File: config.mk
export PLATFORM = sky130hd
export DESIGN_NAME = activity_led_brightness_controller
export DESIGN_NICKNAME = d
export VERILOG_FILES = /design/src/design/alb_pkg.sv /design/src/design/alb_core.sv /design/src/design/activity_led_brightness_controller.sv
export VERILOG_INCLUDE_DIRS = /design/src /design/src/design
export SDC_FILE = /design/constraint.sdc
export NUM_CORES = 1
export LEC_CHECK = 0
export BUFFER_PORTS_ARGS = -buffer_cell sky130_fd_sc_hd__buf_2
export CORE_MARGIN = 4
export CORE_UTILIZATION = 31
export DETAILED_ROUTE_END_ITERATION = 10
export PLACE_DENSITY = 0.46
export SLEW_MARGIN = 15
export SYNTH_ARGS = -nofsm -noshare
export SYNTH_HDL_FRONTEND = slang
export SYNTH_SLANG_ARGS = --single-unit
File: constraint.sdc
create_clock -name i_clk -period 5.4 [get_ports i_clk]
set_clock_uncertainty 0.15 [all_clocks]
set_input_delay 0.81 -clock i_clk [delete_from_list [all_inputs] [get_ports i_clk]]
set_output_delay 0.81 -clock i_clk [all_outputs]
set_load 0.005 [all_outputs]
File: src/design/assert_macros.svh
// Assertion macros shared by the design modules.
// Depends on a clock named i_clk and an active-low reset named i_rst_n in scope.
`ifndef ASSERT_MACROS_SVH
`define ASSERT_MACROS_SVH

// Checks a property on every rising clock edge outside reset.
`define ALB_ASSERT(lbl, prop, msg) \
    lbl: assert property (@(posedge i_clk) disable iff (!i_rst_n) (prop)) else $error(msg);

// Checks that a condition implies a property in the following cycle.
`define ALB_ASSERT_NEXT(lbl, cond, prop, msg) \
    lbl: assert property (@(posedge i_clk) disable iff (!i_rst_n) (cond) |=> (prop)) \
        else $error(msg);

`endif

File: src/design/alb_pkg.sv
// Shared types and constants of the activity LED brightness controller.
// Used by alb_core and by the top level; depends on nothing.
package alb_pkg;

    // Configuration register indexes.
    localparam logic [2:0] REG_LEVEL_MIN   = 3'd0;
    localparam logic [2:0] REG_LEVEL_MAX   = 3'd1;
    localparam logic [2:0] REG_RAMP_STEP   = 3'd2;
    localparam logic [2:0] REG_RAMP_PERIOD = 3'd3;
    localparam logic [2:0] REG_OFF_DELAY   = 3'd4;
    localparam logic [2:0] REG_POLL_PERIOD = 3'd5;

    // Reset values of the configuration registers.
    localparam logic [7:0]  RST_LEVEL_MIN   = 8'd10;
    localparam logic [7:0]  RST_LEVEL_MAX   = 8'd100;
    localparam logic [7:0]  RST_RAMP_STEP   = 8'd5;
    localparam logic [15:0] RST_RAMP_PERIOD = 16'd20;
    localparam logic [15:0] RST_OFF_DELAY   = 16'd5000;
    localparam logic [15:0] RST_POLL_PERIOD = 16'd50;

    // Request types and the caps lock position in the indicator bits.
    localparam logic REQ_TICK      = 1'b0;
    localparam logic REQ_INDICATOR = 1'b1;
    localparam int   CAPS_BIT      = 1;

    typedef struct packed {
        logic [7:0]  level_min;
        logic [7:0]  level_max;
        logic [7:0]  ramp_step;
        logic [15:0] ramp_period;
        logic [15:0] off_delay;
        logic [15:0] poll_period;
    } t_cfg;

    typedef struct packed {
        logic       req_type;
        logic       moving;
        logic [7:0] ambient_level;
        logic [7:0] indicators;
    } t_item;

    typedef struct packed {
        logic [7:0] led_level;
        logic       level_written;
        logic [7:0] last_lit_level;
    } t_result;

endpackage

File: src/design/alb_core.sv
// Brightness state and its per-item update: timers, caps ramp and activity polling.
// Depends on alb_pkg for the item, result and configuration types.
module alb_core (
    input  logic             i_clk,
    input  logic             i_rst_n,
    input  logic             i_step,
    input  alb_pkg::t_item   i_item,
    input  alb_pkg::t_cfg    i_cfg,
    output alb_pkg::t_result o_res
);
    import alb_pkg::*;

    typedef struct packed {
        logic        caps_mode;
        logic        prev_moving;
        logic        ramp_rising;
        logic [7:0]  ramp_level;
        logic [7:0]  prev_ambient;
        logic [7:0]  current_level;
        logic [7:0]  lit_level;
        logic [15:0] ramp_count;
        logic [15:0] poll_count;
        logic [15:0] off_count;
        logic        off_armed;
        logic        ramp_armed;
    } t_state;

    t_state r_st;
    t_state n_st;
    logic   n_wrote;

    // Raises a level to the configured minimum.
    function automatic logic [7:0] floor_min(input logic [7:0] v, input logic [7:0] lo);
        return (v < lo) ? lo : v;
    endfunction

    // Next state for the item in the input register; later writes override earlier ones.
    always_comb begin
        logic       nc;
        logic [8:0] sum;
        logic [7:0] v;
        logic [7:0] lvl;
        n_st    = r_st;
        n_wrote = 1'b0;
        nc      = i_item.indicators[CAPS_BIT];
        sum     = 9'd0;
        v       = 8'd0;
        lvl     = 8'd0;
        if (i_item.req_type == REQ_INDICATOR) begin
            if (nc != r_st.caps_mode) begin
                n_st.caps_mode = nc;
                if (nc) begin
                    n_st.ramp_level  = i_cfg.level_min;
                    n_st.ramp_rising = 1'b1;
                    n_st.ramp_armed  = 1'b1;
                    n_st.ramp_count  = 16'd0;
                end else begin
                    n_st.ramp_armed    = 1'b0;
                    n_st.current_level = 8'd0;
                    n_wrote            = 1'b1;
                    if (i_item.moving) begin
                        lvl = floor_min(i_item.ambient_level, i_cfg.level_min);
                        n_st.current_level = lvl;
                        if (lvl != 8'd0) begin
                            n_st.lit_level = lvl;
                        end
                        n_st.off_armed = 1'b0;
                    end else begin
                        n_st.off_armed = 1'b1;
                        n_st.off_count = i_cfg.off_delay;
                    end
                end
            end
        end else begin
            // Auto-off timer.
            if (r_st.off_armed) begin
                if (r_st.off_count <= 16'd1) begin
                    n_st.off_count = 16'd0;
                    n_st.off_armed = 1'b0;
                    if (!r_st.caps_mode && !i_item.moving) begin
                        n_st.current_level = 8'd0;
                        n_wrote            = 1'b1;
                    end
                end else begin
                    n_st.off_count = r_st.off_count - 16'd1;
                end
            end
            // Ramp timer: show the level, then step it with saturation and reversal.
            if (r_st.ramp_armed) begin
                if (r_st.ramp_count <= 16'd1) begin
                    n_st.ramp_count = 16'd0;
                    n_st.ramp_armed = 1'b0;
                    if (r_st.caps_mode) begin
                        n_st.current_level = r_st.ramp_level;
                        if (r_st.ramp_level != 8'd0) begin
                            n_st.lit_level = r_st.ramp_level;
                        end
                        n_wrote = 1'b1;
                        if (r_st.ramp_rising) begin
                            sum = {1'b0, r_st.ramp_level} + {1'b0, i_cfg.ramp_step};
                            v   = sum[8] ? 8'hFF : sum[7:0];
                            if (v >= i_cfg.level_max) begin
                                v                = i_cfg.level_max;
                                n_st.ramp_rising = 1'b0;
                            end
                        end else begin
                            v = (r_st.ramp_level >= i_cfg.ramp_step)
                                ? (r_st.ramp_level - i_cfg.ramp_step) : 8'd0;
                            if (v <= i_cfg.level_min) begin
                                v                = i_cfg.level_min;
                                n_st.ramp_rising = 1'b1;
                            end
                        end
                        n_st.ramp_level = v;
                        n_st.ramp_armed = 1'b1;
                        n_st.ramp_count = i_cfg.ramp_period;
                    end
                end else begin
                    n_st.ramp_count = r_st.ramp_count - 16'd1;
                end
            end
            // Poll timer: activity start, activity end and ambient changes.
            if (r_st.poll_count <= 16'd1) begin
                if (!r_st.caps_mode) begin
                    if (i_item.moving && !r_st.prev_moving) begin
                        lvl = (i_item.ambient_level != 8'd0)
                            ? floor_min(i_item.ambient_level, i_cfg.level_min)
                            : i_cfg.level_max;
                        n_st.current_level = lvl;
                        if (lvl != 8'd0) begin
                            n_st.lit_level = lvl;
                        end
                        n_wrote        = 1'b1;
                        n_st.off_armed = 1'b0;
                    end else if (!i_item.moving && r_st.prev_moving) begin
                        n_st.off_armed = 1'b1;
                        n_st.off_count = i_cfg.off_delay;
                    end
                    if (i_item.ambient_level != r_st.prev_ambient) begin
                        n_st.prev_ambient = i_item.ambient_level;
                        if (i_item.ambient_level != 8'd0) begin
                            lvl = floor_min(i_item.ambient_level, i_cfg.level_min);
                            n_st.current_level = lvl;
                            n_st.lit_level     = lvl;
                            n_wrote            = 1'b1;
                            n_st.off_armed     = 1'b1;
                            n_st.off_count     = i_cfg.off_delay;
                        end
                    end
                end
                n_st.prev_moving = i_item.moving;
                n_st.poll_count  = i_cfg.poll_period;
            end else begin
                n_st.poll_count = r_st.poll_count - 16'd1;
            end
        end
    end

    // State register, updated once per item.
    always_ff @(posedge i_clk) begin
        if (!i_rst_n) begin
            r_st.caps_mode     <= 1'b0;
            r_st.prev_moving   <= 1'b0;
            r_st.ramp_rising   <= 1'b1;
            r_st.ramp_level    <= RST_LEVEL_MIN;
            r_st.prev_ambient  <= 8'd0;
            r_st.current_level <= 8'd0;
            r_st.lit_level     <= RST_LEVEL_MIN;
            r_st.ramp_count    <= 16'd0;
            r_st.poll_count    <= 16'd0;
            r_st.off_count     <= 16'd0;
            r_st.off_armed     <= 1'b0;
            r_st.ramp_armed    <= 1'b0;
        end else if (i_step) begin
            r_st <= n_st;
        end
    end

    assign o_res.led_level      = n_st.current_level;
    assign o_res.level_written  = n_wrote;
    assign o_res.last_lit_level = n_st.lit_level;

endmodule

File: src/design/activity_led_brightness_controller.sv
// Usage notes for the activity LED brightness controller.
// Input channel: i_in_valid with the item fields, o_in_stall back to the sender.
// An item is a 1 ms tick (req_type 0) or an indicator change (req_type 1).
// Output channel: o_out_valid with one result per item, i_out_stall from the sink.
// Configuration: i_cfg_we writes i_cfg_wdata to register i_cfg_addr; indexes
// 0..5 are level_min, level_max, ramp_step, ramp_period, off_delay, poll_period.
// Write configuration only while no item is in flight.
// Each item passes the input register, then the result register, where its
// result is offered; a sink stall holds it in either register. Throughput:
// one item per cycle while the sink does not stall, set by the combinational
// state update between the two registers.
// When the sink stalls, the result register holds; the input register fills
// next, and only then does o_in_stall rise.
// Reset (synchronous, active low) restores the register defaults, darkens the
// LEDs, sets the last lit level to the default minimum and arms the first
// poll for the first tick.
module activity_led_brightness_controller (
    input  logic        i_clk,
    input  logic        i_rst_n,
    input  logic        i_in_valid,
    output logic        o_in_stall,
    input  logic        i_req_type,
    input  logic        i_moving,
    input  logic [7:0]  i_ambient_level,
    input  logic [7:0]  i_indicators,
    output logic        o_out_valid,
    input  logic        i_out_stall,
    output logic [7:0]  o_led_level,
    output logic        o_level_written,
    output logic [7:0]  o_last_lit_level,
    input  logic        i_cfg_we,
    input  logic [2:0]  i_cfg_addr,
    input  logic [15:0] i_cfg_wdata
);
    import alb_pkg::*;
`include "assert_macros.svh"

    t_cfg    r_cfg;
    t_item   r_item;
    logic    r_item_valid;
    t_result r_out;
    logic    r_out_valid;
    t_result w_res;
    logic    w_out_free;
    logic    w_step;
    logic    w_full_hold;
    logic    w_lit_write;
    logic    w_lit_ok;

    // Configuration registers.
    always_ff @(posedge i_clk) begin
        if (!i_rst_n) begin
            r_cfg.level_min   <= RST_LEVEL_MIN;
            r_cfg.level_max   <= RST_LEVEL_MAX;
            r_cfg.ramp_step   <= RST_RAMP_STEP;
            r_cfg.ramp_period <= RST_RAMP_PERIOD;
            r_cfg.off_delay   <= RST_OFF_DELAY;
            r_cfg.poll_period <= RST_POLL_PERIOD;
        end else if (i_cfg_we) begin
            case (i_cfg_addr)
                REG_LEVEL_MIN:   r_cfg.level_min   <= i_cfg_wdata[7:0];
                REG_LEVEL_MAX:   r_cfg.level_max   <= i_cfg_wdata[7:0];
                REG_RAMP_STEP:   r_cfg.ramp_step   <= i_cfg_wdata[7:0];
                REG_RAMP_PERIOD: r_cfg.ramp_period <= i_cfg_wdata;
                REG_OFF_DELAY:   r_cfg.off_delay   <= i_cfg_wdata;
                REG_POLL_PERIOD: r_cfg.poll_period <= i_cfg_wdata;
                default: ;
            endcase
        end
    end

    // Pipeline control: the item moves on when the result register is free.
    assign w_out_free = !r_out_valid || !i_out_stall;
    assign w_step     = r_item_valid && w_out_free;
    assign o_in_stall = r_item_valid && !w_out_free;

    // Input register.
    always_ff @(posedge i_clk) begin
        if (!i_rst_n) begin
            r_item_valid <= 1'b0;
        end else if (!o_in_stall) begin
            r_item_valid <= i_in_valid;
        end
    end

    always_ff @(posedge i_clk) begin
        if (i_in_valid && !o_in_stall) begin
            r_item.req_type      <= i_req_type;
            r_item.moving        <= i_moving;
            r_item.ambient_level <= i_ambient_level;
            r_item.indicators    <= i_indicators;
        end
    end

    alb_core u_core (
        .i_clk   (i_clk),
        .i_rst_n (i_rst_n),
        .i_step  (w_step),
        .i_item  (r_item),
        .i_cfg   (r_cfg),
        .o_res   (w_res)
    );

    // Result register.
    always_ff @(posedge i_clk) begin
        if (!i_rst_n) begin
            r_out_valid <= 1'b0;
        end else if (w_out_free) begin
            r_out_valid <= r_item_valid;
        end
    end

    always_ff @(posedge i_clk) begin
        if (w_step) begin
            r_out <= w_res;
        end
    end

    assign o_out_valid      = r_out_valid;
    assign o_led_level      = r_out.led_level;
    assign o_level_written  = r_out.level_written;
    assign o_last_lit_level = r_out.last_lit_level;

    // Terms used by the checks below.
    assign w_full_hold = r_item_valid && r_out_valid && i_out_stall;
    assign w_lit_write = r_out_valid && r_out.level_written && (r_out.led_level != 8'd0);
    assign w_lit_ok    = (r_out.last_lit_level == r_out.led_level);

    // A stepped item always shows up in the result register on the next cycle.
    `ALB_ASSERT_NEXT(a_step_lands, w_step, r_out_valid, "stepped item was lost")
    // Input stalls only when both registers are full and the sink holds off.
    `ALB_ASSERT(a_stall_cause, !o_in_stall || w_full_hold, "stall without full pipeline")
    // A nonzero written level is also the latest lit level.
    `ALB_ASSERT(a_lit_tracks, !w_lit_write || w_lit_ok, "lit level does not follow write")

endmodule
# Word-level counts from Yosys, hierarchy flattened
# Cells that the tools add are included.
word_totals:
  inputBits: 42
  wordCells: 159
  regBits: 188
  output_inout_bits: 19
classes:
  eq_ne: 11
  n_lt_le_gt_ge: 7
  addsub: 5
  bitwise: 2
  n_mux: 70
  reduce_logical: 37
ops:
  columns: ["cell", "count"]
  rows:
  - ["two-way mux 16 bit", 14]
  - ["two-way mux 32 bit", 4]
  - ["two-way mux 17 bit", 7]
  - ["two-way mux 8 bit", 13]
  - ["two-way mux 9 bit", 6]
  - ["less-or-equal comparator 16 x 1 -> 1 bit (second input constant)", 3]
  - ["subtractor 16 x 1 -> 16 bit (second input constant)", 3]
  - ["two-way mux 18 bit", 2]
  - ["nonzero test 8 bit", 4]
  - ["two-way mux 1 bit", 24]
  - [">= comparator 8 bit", 2]
  - ["AND reduction 2 bit", 8]
  - ["adder 8 x 8 -> 9 bit", 1]
  - ["AND reduction 3 bit", 3]
  - ["less-or-equal comparator 8 bit", 1]
  - ["less-than comparator 8 bit", 1]
  - ["!= test 8 bit", 1]
  - ["AND reduction 4 bit", 2]
  - ["subtractor 8 bit", 1]
  - ["zero test 1 bit", 7]
  - ["equality test 3 x 2 -> 1 bit (second input constant)", 2]
  - ["equality test 3 bit (second input constant)", 2]
  - ["logical AND 1 bit", 6]
  - ["!= test 2 bit (second input constant)", 3]
  - ["9 further kinds", 12]

# Longest topological paths before layout
depth:
  ltp_word: 15
  depth_mapped: 21
  ltp_nobuf: 19

# By module
# From an unflattened synthesis, not the netlist that was laid out.
hier_totals:
  hier_cells: 1332
  hier_area_um2: 11314.6
modules_own_cells:
  columns: ["module", "n_inst", "area_per_inst_um2", "seq_area_each_um2", "cells_per_inst"]
  rows:
  - ["alb_core", 1, 7410.9, 1701.6, 1020]
  - ["activity_led_brightness_controller", 1, 3903.7, 2532.4, 312]

# Worst setup path before layout
# No wires, ideal clock.
synth_timing:
  path_kind: "reg-to-reg"
  from: "reg u_core.r_st[74] in the netlist's numbering"
  to: "reg u_core.r_st[81] in the netlist's numbering"
  t_required_ns: 5.104
  arrival_time_ns: 4.153
  synth_period_minus_slack_ns: 4.449
  path_buffers: 2
  slack_ns: 0.951
  path_stages_with_launch: 20
  setup_time_ns: 0.146
  cell_sequence: "dfxtp_1 ha_1 fa_1 nand2b_1 a21oi_1 o21bai_1 a21oi_1 o41ai_1 clkbuf_1 and2_1 ha_1 nand2b_1 a21o_1 a21oi_1 o21ai_0 o41ai_1 clkbuf_1 inv_1 o211ai_1 a41oi_1"
synth_via:
  elab_chain_cells: 9
  word_cells_on_any_way: 14
  cone_classes: "add/sub: 2; order compare: 3; mux: 9"
synth_rtl:
  columns: ["item", "line_no", "text"]
  rows:
  - ["start, declared", "alb_core.sv:28", "t_state r_st;"]
  - ["start signal, assigned", "alb_core.sv:175", "r_st <= n_st;"]
  - ["subtractor 8 bit (tied with other cells)", "alb_core.sv:108", "? (r_st.ramp_level - i_cfg.ramp_step) : 8'd0;"]
  - ["two-way mux 8 bit, on equally long branches", "alb_core.sv:108, alb_core.sv:101", null]
  - ["less-or-equal comparator 8 bit / >= comparator 8 bit (equally long branches)", "alb_core.sv:109, alb_core.sv:102", null]
  - ["two-way mux 8 bit, on equally long branches", "alb_core.sv:109, alb_core.sv:102", null]
  - ["two-way mux 8 bit *", "alb_core.sv:99", "if (r_st.ramp_rising) begin"]
  - ["two-way mux 9 bit *", "alb_core.sv:93", "if (r_st.caps_mode) begin"]
  - ["two-way mux 9 bit *", "alb_core.sv:90", "if (r_st.ramp_count <= 16'd1) begin"]
  - ["two-way mux 9 bit *", "alb_core.sv:89", "if (r_st.ramp_armed) begin"]
  - ["two-way mux 9 bit *", "alb_core.sv:49", "if (i_item.req_type == REQ_INDICATOR) begin"]
# Mark *: on every way between the ends. The rest lies on a longest branch, timed or not. The select of a mux whose other input is x is not followed.
# A chain may end at the register's enable or synchronous reset.

# Worst setup path after layout
layout_timing:
  from: "reg u_core.r_st[74] in the netlist's numbering"
  to: "reg u_core.r_st[75] in the netlist's numbering"
# The elaborated chain is that of the path after synthesis.

==> flow_summary.ini <==
[pwr]
leakage_nw = 4.49
p_seq_share_pct = 40.6
p_int_mw = 2.50
p_sw_share_pct = 34.4
power.share.clock_pct = 33.5
p_comb_share_pct = 25.9
p_sw_mw = 1.31
peakVddDrop_mv = 0.222
power.density_nw_per_um2 = 317

[setup_path]
endpoint_kind = register
cp_cell_sequence = inv_1 -> ha_1 -> fa_1 -> nand2b_1 -> a21boi_0 -> o21ai_0 -> a21oi_1 -> o31a_1 -> nor2_1 -> buf_4 -> nor2b_1 -> ha_1 -> a21o_1 -> a21oi_1 -> nand2b_1 -> o21ai_1 -> buf_4 -> and2_0 -> o21ai_0 -> a41o_1
cp_num_buf_inv = 3
critPathKind = register to register
worstPathArrival_ps = 4620
critPathLaunchType = register
cp_max_fo = 10
critPathSlowestCell = nor2_1
crit_family = compound AO/OA/AOI/OAI gates
critical-path-max-stage-delay_ps = 430
required_ps = 5600

[grt]
grt_pass1_vias = 9525
grt_max_degree = 70
track_usage_pct = 18.5
grt_pass1_wl_um = 55600
antenna_found_initial = 0
gr-total-overflow = 0

[die]
core_area_um2 = 33900
rows = 67
start_util_pct = 31.7
die_area_um2 = 37600
fp.dieH_um = 194
die_w_um = 194
num_io_pins = 61

[sta]
hold_viol = 0
slew_headroom_pct = 30.2
post-route-period-util_pct = 81.8
period_needed_ps = 4420
maxSlewViolCount = 0
setup_viol = 0
setup_slack_ps = 981
timing.hold.ws_ps = 307
clock.fmax_ghz = 0.226
tightest_slew_ps = 1020
timing.setup.tns_ps = 0
rsz0062_at_grt = no

[clocking]
cts.clk_slew.worst_paths_ps = 80
htreeDepth = 4
cts_tree = done
cts_buffers = 17
cts_buffer_depth = 2
clock_latency_ps = 460
post_cts_resized = 0
clock-sinks = 187
cts_hold_buf = 0
postCtsSetupRepairBufs = 0
root_buffer = clkbuf_16

[layout]
multi_input_area_um2 = 6240
nNetsFinal = 1466
antenna-diode-count = 0
utilization_pct = 35.4
regArea_um2 = 4020
area_growth_pct = 11.8
instances_no_fill = 1837
drive_gt1_share_pct = 10.2
fill_cells = 3640

[placed_design]
gp_congestion = 0.889
dp_hpwl_um = 25000
io_buffers = 53
place_inst = 1805
place_ws_ps = 1090

[synthesis]
synth-async-reset-ratio_pct = 0
synth_cell_type_count = 76
synth_nets = 1452
syn-mean-instance-area_um2 = 7.88
synth_edf_count = 28
ys_warn_count = 0
ys_ff_latch = 187
ys_seq_area_share_pct = 37.5
synth_area_um2 = 10700
ys.flop_type = dfxtp_1
synth_cells = 1362

[detailed_routing]
wl_per_cell_um = 19.0
via_count = 9918
drt_iter0_drc = 723
first_pass_iters = 5
drt-total-wl_um = 35000
ant_nets = 0
drcViolationCount = 0
viasPerCell = 5.40

[run]
cap_violations = 0

[outcome]
status = completed

[hold_path]
hold_class = register to register
[cell families after synthesis]
group / share of synthesized area, %
simple gates: 24.5
xor+xnor: 2.78
mux: 2.18
compound gates: 22.8
fa+ha+maj: 5.74
buf+inv: 4.54
flops: 37.5
[routing by layer]
metal / vias up / global-route usage, % / part of all wire [%]
met5: - / 0 / 0
met4: 0 / 5.42 / 2.0
met3: 43 / 2.35 / 4.1
met2: 251 / 30.2 / 47
met1: 4711 / 25.7 / 47
li1: 4913 / - / -
[final timing paths]
path,startpoint,to,slack (ps),cells past startpoint
setup / recovery,u_core.r_st[74]$_SDFFE_PN0P_,u_core.r_st[75]$_SDFFE_PN1P_,980,20
hold / removal,r_cfg[12]$_SDFFE_PN0P_,u_core.r_st[30]$_SDFFE_PN0P_,310,2
setup reg to reg,u_core.r_st[74]$_SDFFE_PN0P_,u_core.r_st[75]$_SDFFE_PN1P_,980,20
hold reg to reg,r_cfg[12]$_SDFFE_PN0P_,u_core.r_st[30]$_SDFFE_PN0P_,310,2
[metrics by stage]
step | cell area [um^2] | total power [mW]
after floorplan | 10700 | 2.25
after CTS | 12000 | 3.85
final | 12000 | 3.80
after detailed placement | 11400 | 2.56
after global routing | 12000 | 4.03
after global placement | 11400 | 2.56
[worst register-to-register path, cell delays in order, from the launching register on]
cell and delay, ps:
dfxtp_1 370, inv_1 90, ha_1 190, fa_1 210, nand2b_1 110, a21boi_0 100
o21ai_0 240, a21oi_1 130, o31a_1 250, nor2_1 430, buf_4 250, nor2b_1 50
ha_1 290, a21o_1 160, a21oi_1 210, nand2b_1 80, o21ai_1 120, buf_4 180
and2_0 340, o21ai_0 120, a41o_1 240
[cell usage after synthesis (9+ instances only)]
cell / instances / area (um^2)
nand2_1: 260 / 976
dfxtp_1: 159 / 3180
a21oi_1: 135 / 676
nor2_1: 107 / 402
clkbuf_1: 69 / 259
nand3_1: 59 / 295
o21ai_0: 51 / 255
inv_1: 48 / 180
ha_1: 46 / 576
nor3_1: 36 / 180
edfxtp_1: 28 / 841
o211ai_1: 25 / 188
xnor2_1: 25 / 219
a22oi_1: 18 / 135
or4_1: 17 / 128
nand2b_1: 14 / 87.6
a211oi_1: 13 / 97.6
a221o_1: 13 / 130
nor2b_1: 13 / 81.3
o21a_1: 13 / 97.6
a21o_1: 12 / 90.1
mux2_2: 11 / 124
mux2i_1: 11 / 110
nand4_1: 11 / 68.8
nor4_1: 11 / 68.8
o31ai_1: 11 / 82.6
and2_1: 10 / 62.6
xor2_1: 9 / 78.8
[registers in the layout, summed over array words and instances, names as in the netlist]
signal / count
o_last_lit_level: 8
u_core.r_st: 85
o_out_valid: 1
r_item: 11
o_led_level: 8
r_cfg: 72
r_item_valid: 1
o_level_written: 1
[cells in the final DEF (no fill, tap or decap), types with 18 or more instances in the layout]
master,synthesis,routed
nand2_1,260,260
dfxtp_1,159,159
a21oi_1,135,135
nor2_1,107,107
nand3_1,59,59
buf_2,1,53
o21ai_0,51,51
inv_1,48,48
ha_1,46,46
nor3_1,36,35
edfxtp_1,28,28
xnor2_1,25,25
o211ai_1,25,25
buf_4,0,20
a22oi_1,18,18
[area by class of cell]
| type | instances | area share (%) |
|---|---|---|
| Inverter | 49 | 1.54 |
| Clock buffer | 19 | 3.69 |
| Multi-Input combinational cell | 1048 | 52.0 |
| Sequential cell | 187 | 33.5 |
| Tap cell | 448 | 4.67 |
| Timing Repair Buffer | 73 | 3.46 |
| Clock inverter | 13 | 1.11 |
[power by group through the flow]
stage / clock [mW] / sequential [mW] / combinational [mW]
finish: 1.28 / 1.54 / 0.986
global route: 1.37 / 1.55 / 1.11
CTS: 1.31 / 1.54 / 0.992
detailed placement: 0 / 1.57 / 0.986
global placement: 0 / 1.57 / 0.981
floorplan: 0 / 1.56 / 0.691
Power figures use the tool's default switching activity.
